<file path="src/sv/sisp_pkg.sv">
// types and constants of the stereo input strip
`timescale 1ns / 1ps

package sisp_pkg;

   localparam int GAIN_W     = 16;
   localparam int MODE_W     = 2;
   localparam int COUNT_W    = 2;
   localparam int CSR_ADDR_W = 4;
   localparam int CSR_DATA_W = 32;

   typedef enum logic [MODE_W-1:0] {
      MODE_NORMAL = 2'd0,
      MODE_SWAP   = 2'd1,
      MODE_LEFT   = 2'd2,
      MODE_RIGHT  = 2'd3
   } mode_type;

   typedef enum logic [1:0] {
      REG_INPUT_MODE    = 2'd0,
      REG_CHANNEL_COUNT = 2'd1,
      REG_GAIN          = 2'd2,
      REG_RECORD_ENABLE = 2'd3
   } reg_index_type;

   localparam logic [COUNT_W-1:0] COUNT_MONO   = 2'd1;
   localparam logic [COUNT_W-1:0] COUNT_STEREO = 2'd2;

   localparam logic [GAIN_W-1:0]  GAIN_RESET  = 16'd4096;

   typedef struct packed {
      mode_type             input_mode;
      logic [COUNT_W-1:0]   channel_count;
      logic [GAIN_W-1:0]    gain;
      logic                 record_enable;
   } cfg_type;

endpackage

</file>
<file path="src/sv/stereo_input_strip_with_peak_meter.sv">
// top level of the stereo input strip with block peak meter
//
//   channel   direction   ports                                  transfer when
//   req       in          left/right sample, last_in_block       req_valid & req_ready
//   rsp       out         rec valid/left/right, meter v/l/r      rsp_valid & rsp_ready
//   csr       in/out      apb-style, regs at 4*i                 psel & penable & pwrite
//
// one frame per cycle sustained while rsp_ready stays high; after the req transfer a frame passes
// the input register, then gain multiply, round and saturate into the result register
// reset is synchronous, active high; it restores register defaults and clears both peaks
// a stalled rsp holds the result; the input register still takes one more frame,
// then req_ready drops until the result is taken
`timescale 1ns / 1ps

module stereo_input_strip_with_peak_meter import sisp_pkg::*; #(
   parameter int SAMPLE_BITS    = 24,
   parameter int GAIN_FRAC_BITS = 12
) (
   input  logic                   clock,
   input  logic                   reset,
   // input frames
   input  logic                   req_valid,
   output logic                   req_ready,
   input  logic [SAMPLE_BITS-1:0] req_left_sample,
   input  logic [SAMPLE_BITS-1:0] req_right_sample,
   input  logic                   req_last_in_block,
   // results
   output logic                   rsp_valid,
   input  logic                   rsp_ready,
   output logic                   rsp_rec_valid,
   output logic [SAMPLE_BITS-1:0] rsp_rec_left,
   output logic [SAMPLE_BITS-1:0] rsp_rec_right,
   output logic                   rsp_meter_valid,
   output logic [SAMPLE_BITS-2:0] rsp_meter_left,
   output logic [SAMPLE_BITS-2:0] rsp_meter_right,
   // register port
   input  logic                   csr_psel,
   input  logic                   csr_penable,
   input  logic                   csr_pwrite,
   input  logic [CSR_ADDR_W-1:0]  csr_paddr,
   input  logic [CSR_DATA_W-1:0]  csr_pwdata,
   output logic [CSR_DATA_W-1:0]  csr_prdata,
   output logic                   csr_pready
);

   cfg_type cfg;

   // input register
   logic                   in_valid_ff, in_valid_in;
   logic [SAMPLE_BITS-1:0] left_ff, right_ff;
   logic                   last_ff;

   // result register
   logic                   rsp_valid_ff, rsp_valid_in;
   logic                   rec_valid_ff;
   logic [SAMPLE_BITS-1:0] rec_left_ff, rec_right_ff;
   logic                   meter_valid_ff;
   logic [SAMPLE_BITS-2:0] meter_left_ff, meter_right_ff;

   // handshake control
   logic advance;
   logic in_take;
   logic fire;

   // datapath
   logic signed [SAMPLE_BITS:0]   left_ext, right_ext, sum_lr;
   logic signed [SAMPLE_BITS:0]   lane_a_x, lane_b_x;
   logic        [SAMPLE_BITS-1:0] lane_a_y, lane_b_y;
   logic                          rec_on, is_mono, use_a, use_b;
   logic                          meter_valid;
   logic        [SAMPLE_BITS-2:0] meter_left, meter_right;

   sisp_csr u_csr (
      .clock       (clock),
      .reset       (reset),
      .csr_psel    (csr_psel),
      .csr_penable (csr_penable),
      .csr_pwrite  (csr_pwrite),
      .csr_paddr   (csr_paddr),
      .csr_pwdata  (csr_pwdata),
      .csr_prdata  (csr_prdata),
      .csr_pready  (csr_pready),
      .cfg         (cfg)
   );

   // the result register moves when empty or taken; the input register refills behind it
   assign advance   = !rsp_valid_ff || rsp_ready;
   assign req_ready = !in_valid_ff || advance;
   assign in_take   = req_valid && req_ready;
   assign fire      = in_valid_ff && advance;

   assign in_valid_in  = in_take ? 1'b1 : (advance ? 1'b0 : in_valid_ff);
   assign rsp_valid_in = advance ? in_valid_ff : rsp_valid_ff;

   always_ff @(posedge clock) begin
      if (reset) begin
         in_valid_ff  <= 1'b0;
         rsp_valid_ff <= 1'b0;
      end else begin
         in_valid_ff  <= in_valid_in;
         rsp_valid_ff <= rsp_valid_in;
      end
   end

   always_ff @(posedge clock) begin
      if (in_take) begin
         left_ff  <= req_left_sample;
         right_ff <= req_right_sample;
         last_ff  <= req_last_in_block;
      end
   end

   // one bit of headroom so the mono sum never wraps before the gain
   assign left_ext  = $signed({left_ff[SAMPLE_BITS-1], left_ff});
   assign right_ext = $signed({right_ff[SAMPLE_BITS-1], right_ff});
   assign sum_lr    = left_ext + right_ext;

   // any channel count other than mono or stereo records nothing
   assign is_mono = (cfg.channel_count == COUNT_MONO);
   assign rec_on  = cfg.record_enable
                    && (cfg.channel_count == COUNT_MONO || cfg.channel_count == COUNT_STEREO);

   // lane a feeds rec_left (or mono), lane b feeds rec_right
   always_comb begin
      lane_a_x = left_ext;
      lane_b_x = right_ext;
      use_a    = 1'b1;
      use_b    = 1'b1;
      if (is_mono) begin
         use_b = 1'b0;
         case (cfg.input_mode)
            MODE_LEFT:  lane_a_x = left_ext;
            MODE_RIGHT: lane_a_x = right_ext;
            default:    lane_a_x = sum_lr;
         endcase
      end else begin
         case (cfg.input_mode)
            MODE_SWAP: begin
               lane_a_x = right_ext;
               lane_b_x = left_ext;
            end
            MODE_LEFT:  use_b = 1'b0;
            MODE_RIGHT: use_a = 1'b0;
            default: begin
            end
         endcase
      end
   end

   sisp_gain #(
      .SAMPLE_BITS    (SAMPLE_BITS),
      .GAIN_FRAC_BITS (GAIN_FRAC_BITS)
   ) u_gain_a (
      .x    (lane_a_x),
      .gain (cfg.gain),
      .y    (lane_a_y)
   );

   sisp_gain #(
      .SAMPLE_BITS    (SAMPLE_BITS),
      .GAIN_FRAC_BITS (GAIN_FRAC_BITS)
   ) u_gain_b (
      .x    (lane_b_x),
      .gain (cfg.gain),
      .y    (lane_b_y)
   );

   // peaks see the raw samples, routed by mode, whether recording or not
   sisp_peak #(
      .SAMPLE_BITS (SAMPLE_BITS)
   ) u_peak (
      .clock       (clock),
      .reset       (reset),
      .update      (fire),
      .input_mode  (cfg.input_mode),
      .left        (left_ff),
      .right       (right_ff),
      .last        (last_ff),
      .meter_valid (meter_valid),
      .meter_left  (meter_left),
      .meter_right (meter_right)
   );

   always_ff @(posedge clock) begin
      if (fire) begin
         rec_valid_ff   <= rec_on;
         rec_left_ff    <= (rec_on && use_a) ? lane_a_y : '0;
         rec_right_ff   <= (rec_on && use_b) ? lane_b_y : '0;
         meter_valid_ff <= meter_valid;
         meter_left_ff  <= meter_left;
         meter_right_ff <= meter_right;
      end
   end

   assign rsp_valid       = rsp_valid_ff;
   assign rsp_rec_valid   = rec_valid_ff;
   assign rsp_rec_left    = rec_left_ff;
   assign rsp_rec_right   = rec_right_ff;
   assign rsp_meter_valid = meter_valid_ff;
   assign rsp_meter_left  = meter_left_ff;
   assign rsp_meter_right = meter_right_ff;

endmodule

</file>
<file path="src/sv/sisp_csr.sv">
// control and status registers of the stereo input strip
`timescale 1ns / 1ps

module sisp_csr import sisp_pkg::*; (
   input  logic                  clock,
   input  logic                  reset,
   input  logic                  csr_psel,
   input  logic                  csr_penable,
   input  logic                  csr_pwrite,
   input  logic [CSR_ADDR_W-1:0] csr_paddr,
   input  logic [CSR_DATA_W-1:0] csr_pwdata,
   output logic [CSR_DATA_W-1:0] csr_prdata,
   output logic                  csr_pready,
   output cfg_type               cfg
);

   cfg_type       cfg_ff;
   cfg_type       cfg_in;
   logic          wr_en;
   reg_index_type idx;

   assign csr_pready = 1'b1;
   assign wr_en      = csr_psel && csr_penable && csr_pwrite;
   assign idx        = reg_index_type'(csr_paddr[CSR_ADDR_W-1:2]);
   assign cfg        = cfg_ff;

   always_comb begin
      cfg_in = cfg_ff;
      if (wr_en) begin
         case (idx)
            REG_INPUT_MODE:    cfg_in.input_mode    = mode_type'(csr_pwdata[MODE_W-1:0]);
            REG_CHANNEL_COUNT: cfg_in.channel_count = csr_pwdata[COUNT_W-1:0];
            REG_GAIN:          cfg_in.gain          = csr_pwdata[GAIN_W-1:0];
            REG_RECORD_ENABLE: cfg_in.record_enable = csr_pwdata[0];
            default:           cfg_in = cfg_ff;
         endcase
      end
   end

   always_ff @(posedge clock) begin
      if (reset) begin
         cfg_ff.input_mode    <= MODE_NORMAL;
         cfg_ff.channel_count <= COUNT_STEREO;
         cfg_ff.gain          <= GAIN_RESET;
         cfg_ff.record_enable <= 1'b0;
      end else begin
         cfg_ff <= cfg_in;
      end
   end

   always_comb begin
      case (idx)
         REG_INPUT_MODE:    csr_prdata = CSR_DATA_W'(cfg_ff.input_mode);
         REG_CHANNEL_COUNT: csr_prdata = CSR_DATA_W'(cfg_ff.channel_count);
         REG_GAIN:          csr_prdata = CSR_DATA_W'(cfg_ff.gain);
         REG_RECORD_ENABLE: csr_prdata = CSR_DATA_W'(cfg_ff.record_enable);
         default:           csr_prdata = '0;
      endcase
   end

endmodule

</file>
<file path="src/sv/sisp_gain.sv">
// one gain lane: multiply, round half up, saturate
`timescale 1ns / 1ps

module sisp_gain import sisp_pkg::*; #(
   parameter int SAMPLE_BITS    = 24,
   parameter int GAIN_FRAC_BITS = 12
) (
   input  logic signed [SAMPLE_BITS:0]   x,
   input  logic        [GAIN_W-1:0]      gain,
   output logic        [SAMPLE_BITS-1:0] y
);

   localparam int PW   = SAMPLE_BITS + 1 + GAIN_W + 1;
   localparam int HI_W = PW - SAMPLE_BITS + 1;
   localparam logic signed [PW-1:0] HALF = PW'(1) << (GAIN_FRAC_BITS - 1);
   localparam logic [SAMPLE_BITS-1:0] SAT_MAX = {1'b0, {(SAMPLE_BITS-1){1'b1}}};
   localparam logic [SAMPLE_BITS-1:0] SAT_MIN = {1'b1, {(SAMPLE_BITS-1){1'b0}}};

   logic signed [GAIN_W:0] gain_s;
   logic signed [PW-1:0]   prod;
   logic signed [PW-1:0]   scaled;
   logic        [HI_W-1:0] hi;

   assign gain_s = $signed({1'b0, gain});
   assign prod   = x * gain_s;
   // arithmetic shift is a floor, so adding half first rounds ties upward
   assign scaled = (prod + HALF) >>> GAIN_FRAC_BITS;
   assign hi     = scaled[PW-1:SAMPLE_BITS-1];

   always_comb begin
      if (hi == '0 || hi == '1) begin
         y = scaled[SAMPLE_BITS-1:0];
      end else if (scaled[PW-1]) begin
         y = SAT_MIN;
      end else begin
         y = SAT_MAX;
      end
   end

endmodule

</file>
<file path="src/sv/sisp_peak.sv">
// block peak meter with floor zero, cleared after the last frame
`timescale 1ns / 1ps

module sisp_peak import sisp_pkg::*; #(
   parameter int SAMPLE_BITS = 24
) (
   input  logic                   clock,
   input  logic                   reset,
   input  logic                   update,
   input  mode_type               input_mode,
   input  logic [SAMPLE_BITS-1:0] left,
   input  logic [SAMPLE_BITS-1:0] right,
   input  logic                   last,
   output logic                   meter_valid,
   output logic [SAMPLE_BITS-2:0] meter_left,
   output logic [SAMPLE_BITS-2:0] meter_right
);

   logic [SAMPLE_BITS-2:0] peak_left_ff, peak_left_in;
   logic [SAMPLE_BITS-2:0] peak_right_ff, peak_right_in;
   logic [SAMPLE_BITS-1:0] cand_left, cand_right;
   logic                   use_left, use_right;
   logic [SAMPLE_BITS-2:0] new_left, new_right;

   always_comb begin
      cand_left  = left;
      cand_right = right;
      use_left   = 1'b1;
      use_right  = 1'b1;
      case (input_mode)
         MODE_NORMAL: begin
         end
         MODE_SWAP: begin
            cand_left  = right;
            cand_right = left;
         end
         MODE_LEFT:  use_right = 1'b0;
         MODE_RIGHT: use_left  = 1'b0;
         default: begin
         end
      endcase
   end

   // negative samples never raise a peak
   assign new_left  = (use_left && !cand_left[SAMPLE_BITS-1]
                       && cand_left[SAMPLE_BITS-2:0] > peak_left_ff)
                      ? cand_left[SAMPLE_BITS-2:0] : peak_left_ff;
   assign new_right = (use_right && !cand_right[SAMPLE_BITS-1]
                       && cand_right[SAMPLE_BITS-2:0] > peak_right_ff)
                      ? cand_right[SAMPLE_BITS-2:0] : peak_right_ff;

   assign meter_valid = last;
   assign meter_left  = last ? new_left  : '0;
   assign meter_right = last ? new_right : '0;

   always_comb begin
      peak_left_in  = peak_left_ff;
      peak_right_in = peak_right_ff;
      if (update) begin
         peak_left_in  = last ? '0 : new_left;
         peak_right_in = last ? '0 : new_right;
      end
   end

   always_ff @(posedge clock) begin
      if (reset) begin
         peak_left_ff  <= '0;
         peak_right_ff <= '0;
      end else begin
         peak_left_ff  <= peak_left_in;
         peak_right_ff <= peak_right_in;
      end
   end

endmodule

</file>
<file path="config.mk">
export PLATFORM = sky130hd
export DESIGN_NAME = stereo_input_strip_with_peak_meter
export DESIGN_NICKNAME = d
export VERILOG_FILES = /design/src/sv/sisp_pkg.sv /design/src/sv/stereo_input_strip_with_peak_meter.sv /design/src/sv/sisp_csr.sv /design/src/sv/sisp_gain.sv /design/src/sv/sisp_peak.sv
export SDC_FILE = /design/constraint.sdc
export NUM_CORES = 2
export LEC_CHECK = 0
export BUFFER_PORTS_ARGS = -buffer_cell sky130_fd_sc_hd__buf_4
export CORE_MARGIN = 5
export CORE_UTILIZATION = 58
export CTS_CLUSTER_SIZE = 40
export DETAILED_ROUTE_END_ITERATION = 16
export HOLD_SLACK_MARGIN = 0.15
export PLACE_DENSITY = 0.85
export SETUP_SLACK_MARGIN = 0.5
export SLEW_MARGIN = 40
export SYNTH_ARGS = -nofsm -noshare
export SYNTH_HDL_FRONTEND = slang
export SYNTH_SLANG_ARGS = --single-unit
</file>
<file path="constraint.sdc">
create_clock -name clock -period 11.3 [get_ports clock]
set_clock_uncertainty 0.2 [all_clocks]
set_input_delay 1.695 -clock clock [delete_from_list [all_inputs] [get_ports clock]]
set_output_delay 1.695 -clock clock [all_outputs]
set_load 0.02 [all_outputs]
</file>
==> flow_summary.yaml <==
status:
  status: "finished clean"
synth:
  syn_inst: 4678
  ys_types: 85
  yosys.area.top_type: "fa_1"
  synth_top_area_frac: 0.358
  synth.ff_latch_count: 214
  synth_ff_type: "edfxtp_1"
  synthMostInstantiatedCell: "inv_1"
  synth_common_cells: "inv_1, fa_1, nand2_1"
  synth-edff-count: 145
  synth_warnings: 0
  syn_area_per_cell_um2: 9.13
  synthTopCellsByArea: "fa_1, edfxtp_1, ha_1"
  yosysSeqAreaShare: 0.134
  synthArstFlopShare: 0
  syn_area_mm2: 0.0427
critical_path:
  cp_data_required_time_ns: 11.42
  r2r_slack_ns: 1.13
  critical-path-max-stage-delay_ns: 0.52
  path_class: "reg2reg"
  crit_slowest_cell: "fa_1"
  path_delay_family: "adder cells"
  crit_path_end_kind: "flip-flop"
  crit_top_cell: "fa_1"
  path_buf_inv: 7
  start_kind: "flip-flop"
  cp_max_fo: 26
  arrival_ns: 10.28
finish:
  drive_gt1_frac: 0.0946
  finalCoreUtilization: 0.625
  area_growth_pct: 6.90
  fillCellCount: 5748
  fin_nets: 5851
floorplan:
  start_util: 0.585
  core_area_mm2: 0.0730
  boundaryPins: 223
  dieArea_mm2: 0.0791
  die_x_um: 281
  core.rowCount: 99
  fp.dieH_um: 281
global_route:
  grt_pass1_vias: 34924
  grtUsageTotal: 0.286
  antenna_found_initial: 2
  overflow: 0
  grt_start_max_net_pins: 103
  grt_pass1_wl_um: 182000
clocking:
  hold_buffers: 0
  worstSkewPairLatency_ns: 0.58
  cts_sinks: 214
  cts_tree: "yes"
  clk_pin_slew_ns: 0.06
  cts_inserted_buffers: 25
  cts-htree-levels: 1
  clock_path_buffers: 3
  cts_root_buf: "clkbuf_16"
timing:
  hold_viol: 0
  slew_headroom: 0.368
  slew_violations: 0
  finalSetupTns_ns: 0
  setup_viol: 0
  period_needed_ns: 10.17
  grt_setup_unrepaired: "false"
  period_share: 0.900
  max_freq_mhz: 98.3
  worst-slew-pin-transition_ns: 0.948
power:
  power_frac_seq: 0.319
  switching_share: 0.388
  p_comb_frac: 0.396
  power_mw: 2.86
  p_leak_nw: 21.5
  p_per_area_mw_per_mm2: 62.7
  p_int_mw: 1.75
  p_clk_frac: 0.286
  peakVddDrop_mv: 0.126
  p_sw_mw: 1.11
route:
  drtPass1Iterations: 6
  wl_per_cell_um: 19.7
  dr_total_vias: 33113
  drt-initial-drc-count: 3038
  drc: 0
  finalWirelength_um: 112000
  antenna_left: 0
  vias_per_cell: 5.85
worst_hold_path:
  min_path_type: "reg2reg"
placed_design:
  place.gp.congestion: 0.951
  dpl.hpwl_um: 87800
  io_buffer_count: 187
job:
  drv_cap: 0
## logic make-up after synthesis
kind of cell,share of synthesized area
AO/OA/AOI/OAI,0.0892
XOR/XNOR,0.0188
adder cells (fa/ha/maj),0.451
buffers and inverters,0.112
flip-flops,0.134
multiplexers,0.0283
other,0.000176
AND/OR/NAND/NOR,0.166
## area by class of cell
type                       count  area, µm²  area share
clock buffer                  31        668      0.0146
inverter                     960       3610      0.0790
multi-input combinational   3229      32300       0.708
sequential                   214       5760       0.126
antenna                        3       7.51    0.000165
tap                          959       1200      0.0263
clock inverter                15        146     0.00321
timing repair buffer         254       1920      0.0422
## tightest hold or removal path: stages, from the launching register on
cell	delay (ns)
dfxtp_1	0.32
nand2_1	0.06
a21oi_1	0.05
## flip-flops by register name, indices dropped and copies added (netlist names), 23 cells and up
name / flops
u_peak.peak_right_ff: 23
u_peak.peak_left_ff: 23
rsp_meter_left: 23
left_ff: 24
right_ff: 24
rsp_rec_left: 24
rsp_rec_right: 24
rsp_meter_right: 23
## worst paths after layout
path              depth (start not counted)                             to                        from
setup / recovery                         37  rsp_rec_left[4]$_SDFFCE_PN0P_       right_ff[0]$_DFFE_PP_
setup reg to reg                         37  rsp_rec_left[4]$_SDFFCE_PN0P_       right_ff[0]$_DFFE_PP_
hold reg to reg                           2     u_csr.cfg[17]$_SDFFE_PP0P_  u_csr.cfg[17]$_SDFFE_PP0P_
hold / removal                            2     u_csr.cfg[17]$_SDFFE_PP0P_  u_csr.cfg[17]$_SDFFE_PP0P_
## timing repair
item,CTS,global route
setup endpoints to repair,0,24
setup buffers,0,3
resized for setup,0,1
## cell usage in the layout (no fill, tap or decap), drive strengths merged, types with 17 or more instances in the layout
master and instances:
xnor2 57, mux2 48, nand2b 21, edfxtp 145, mux2i 64, o21ai 120
a31oi 20, and2 374, and3 34, nor3 22, a21oi 151, clkbuf 32
nand2 491, dfxtp 69, conb 17, inv 966, nor2 104, nand4 39
a211oi 42, ha 311, a21o 51, nor2b 43, a32oi 27, o21a 21
nor3b 37, nand3 125, fa 764, xor2 34, buf 253, or3 29
a32o 28
## routing by layer
layer	share of wire	GRT usage	up-vias	routed length [µm]
met3	0.10	0.0596	358	11200
met5	0.00012	0	-	13
met4	0.047	0.116	2	5220
met1	0.37	0.365	16411	41700
li1	-	-	14711	-
met2	0.48	0.478	1631	53500
## per-stage QoR
| stage | std cells | hold WS, ns | setup slack (ns) | area [µm²] |
|---|---|---|---|---|
| 3_3_place_gp | 5609 | 0.258 | 1.02 | 44700 |
| 4_1_cts | 5657 | 0.280 | 0.852 | 45500 |
| 6_report | 5665 | 0.279 | 1.13 | 45600 |
| 3_5_place_dp | 5611 | 0.271 | 0.878 | 44700 |
| 5_1_grt | 5663 | 0.299 | 0.542 | 45600 |
| 2_1_floorplan | 4693 | 0.245 | 2.20 | 42700 |
## power by group through the flow
stage | registers [mW] | logic [mW] | clock network [mW]
after floorplan | 0.922 | 0.792 | 0
after global placement | 0.926 | 1.07 | 0
after detailed placement | 0.926 | 1.10 | 0
after CTS | 0.909 | 1.11 | 0.826
after global routing | 0.912 | 1.26 | 0.856
final | 0.912 | 1.13 | 0.817
Power figures use the tool's default switching activity.
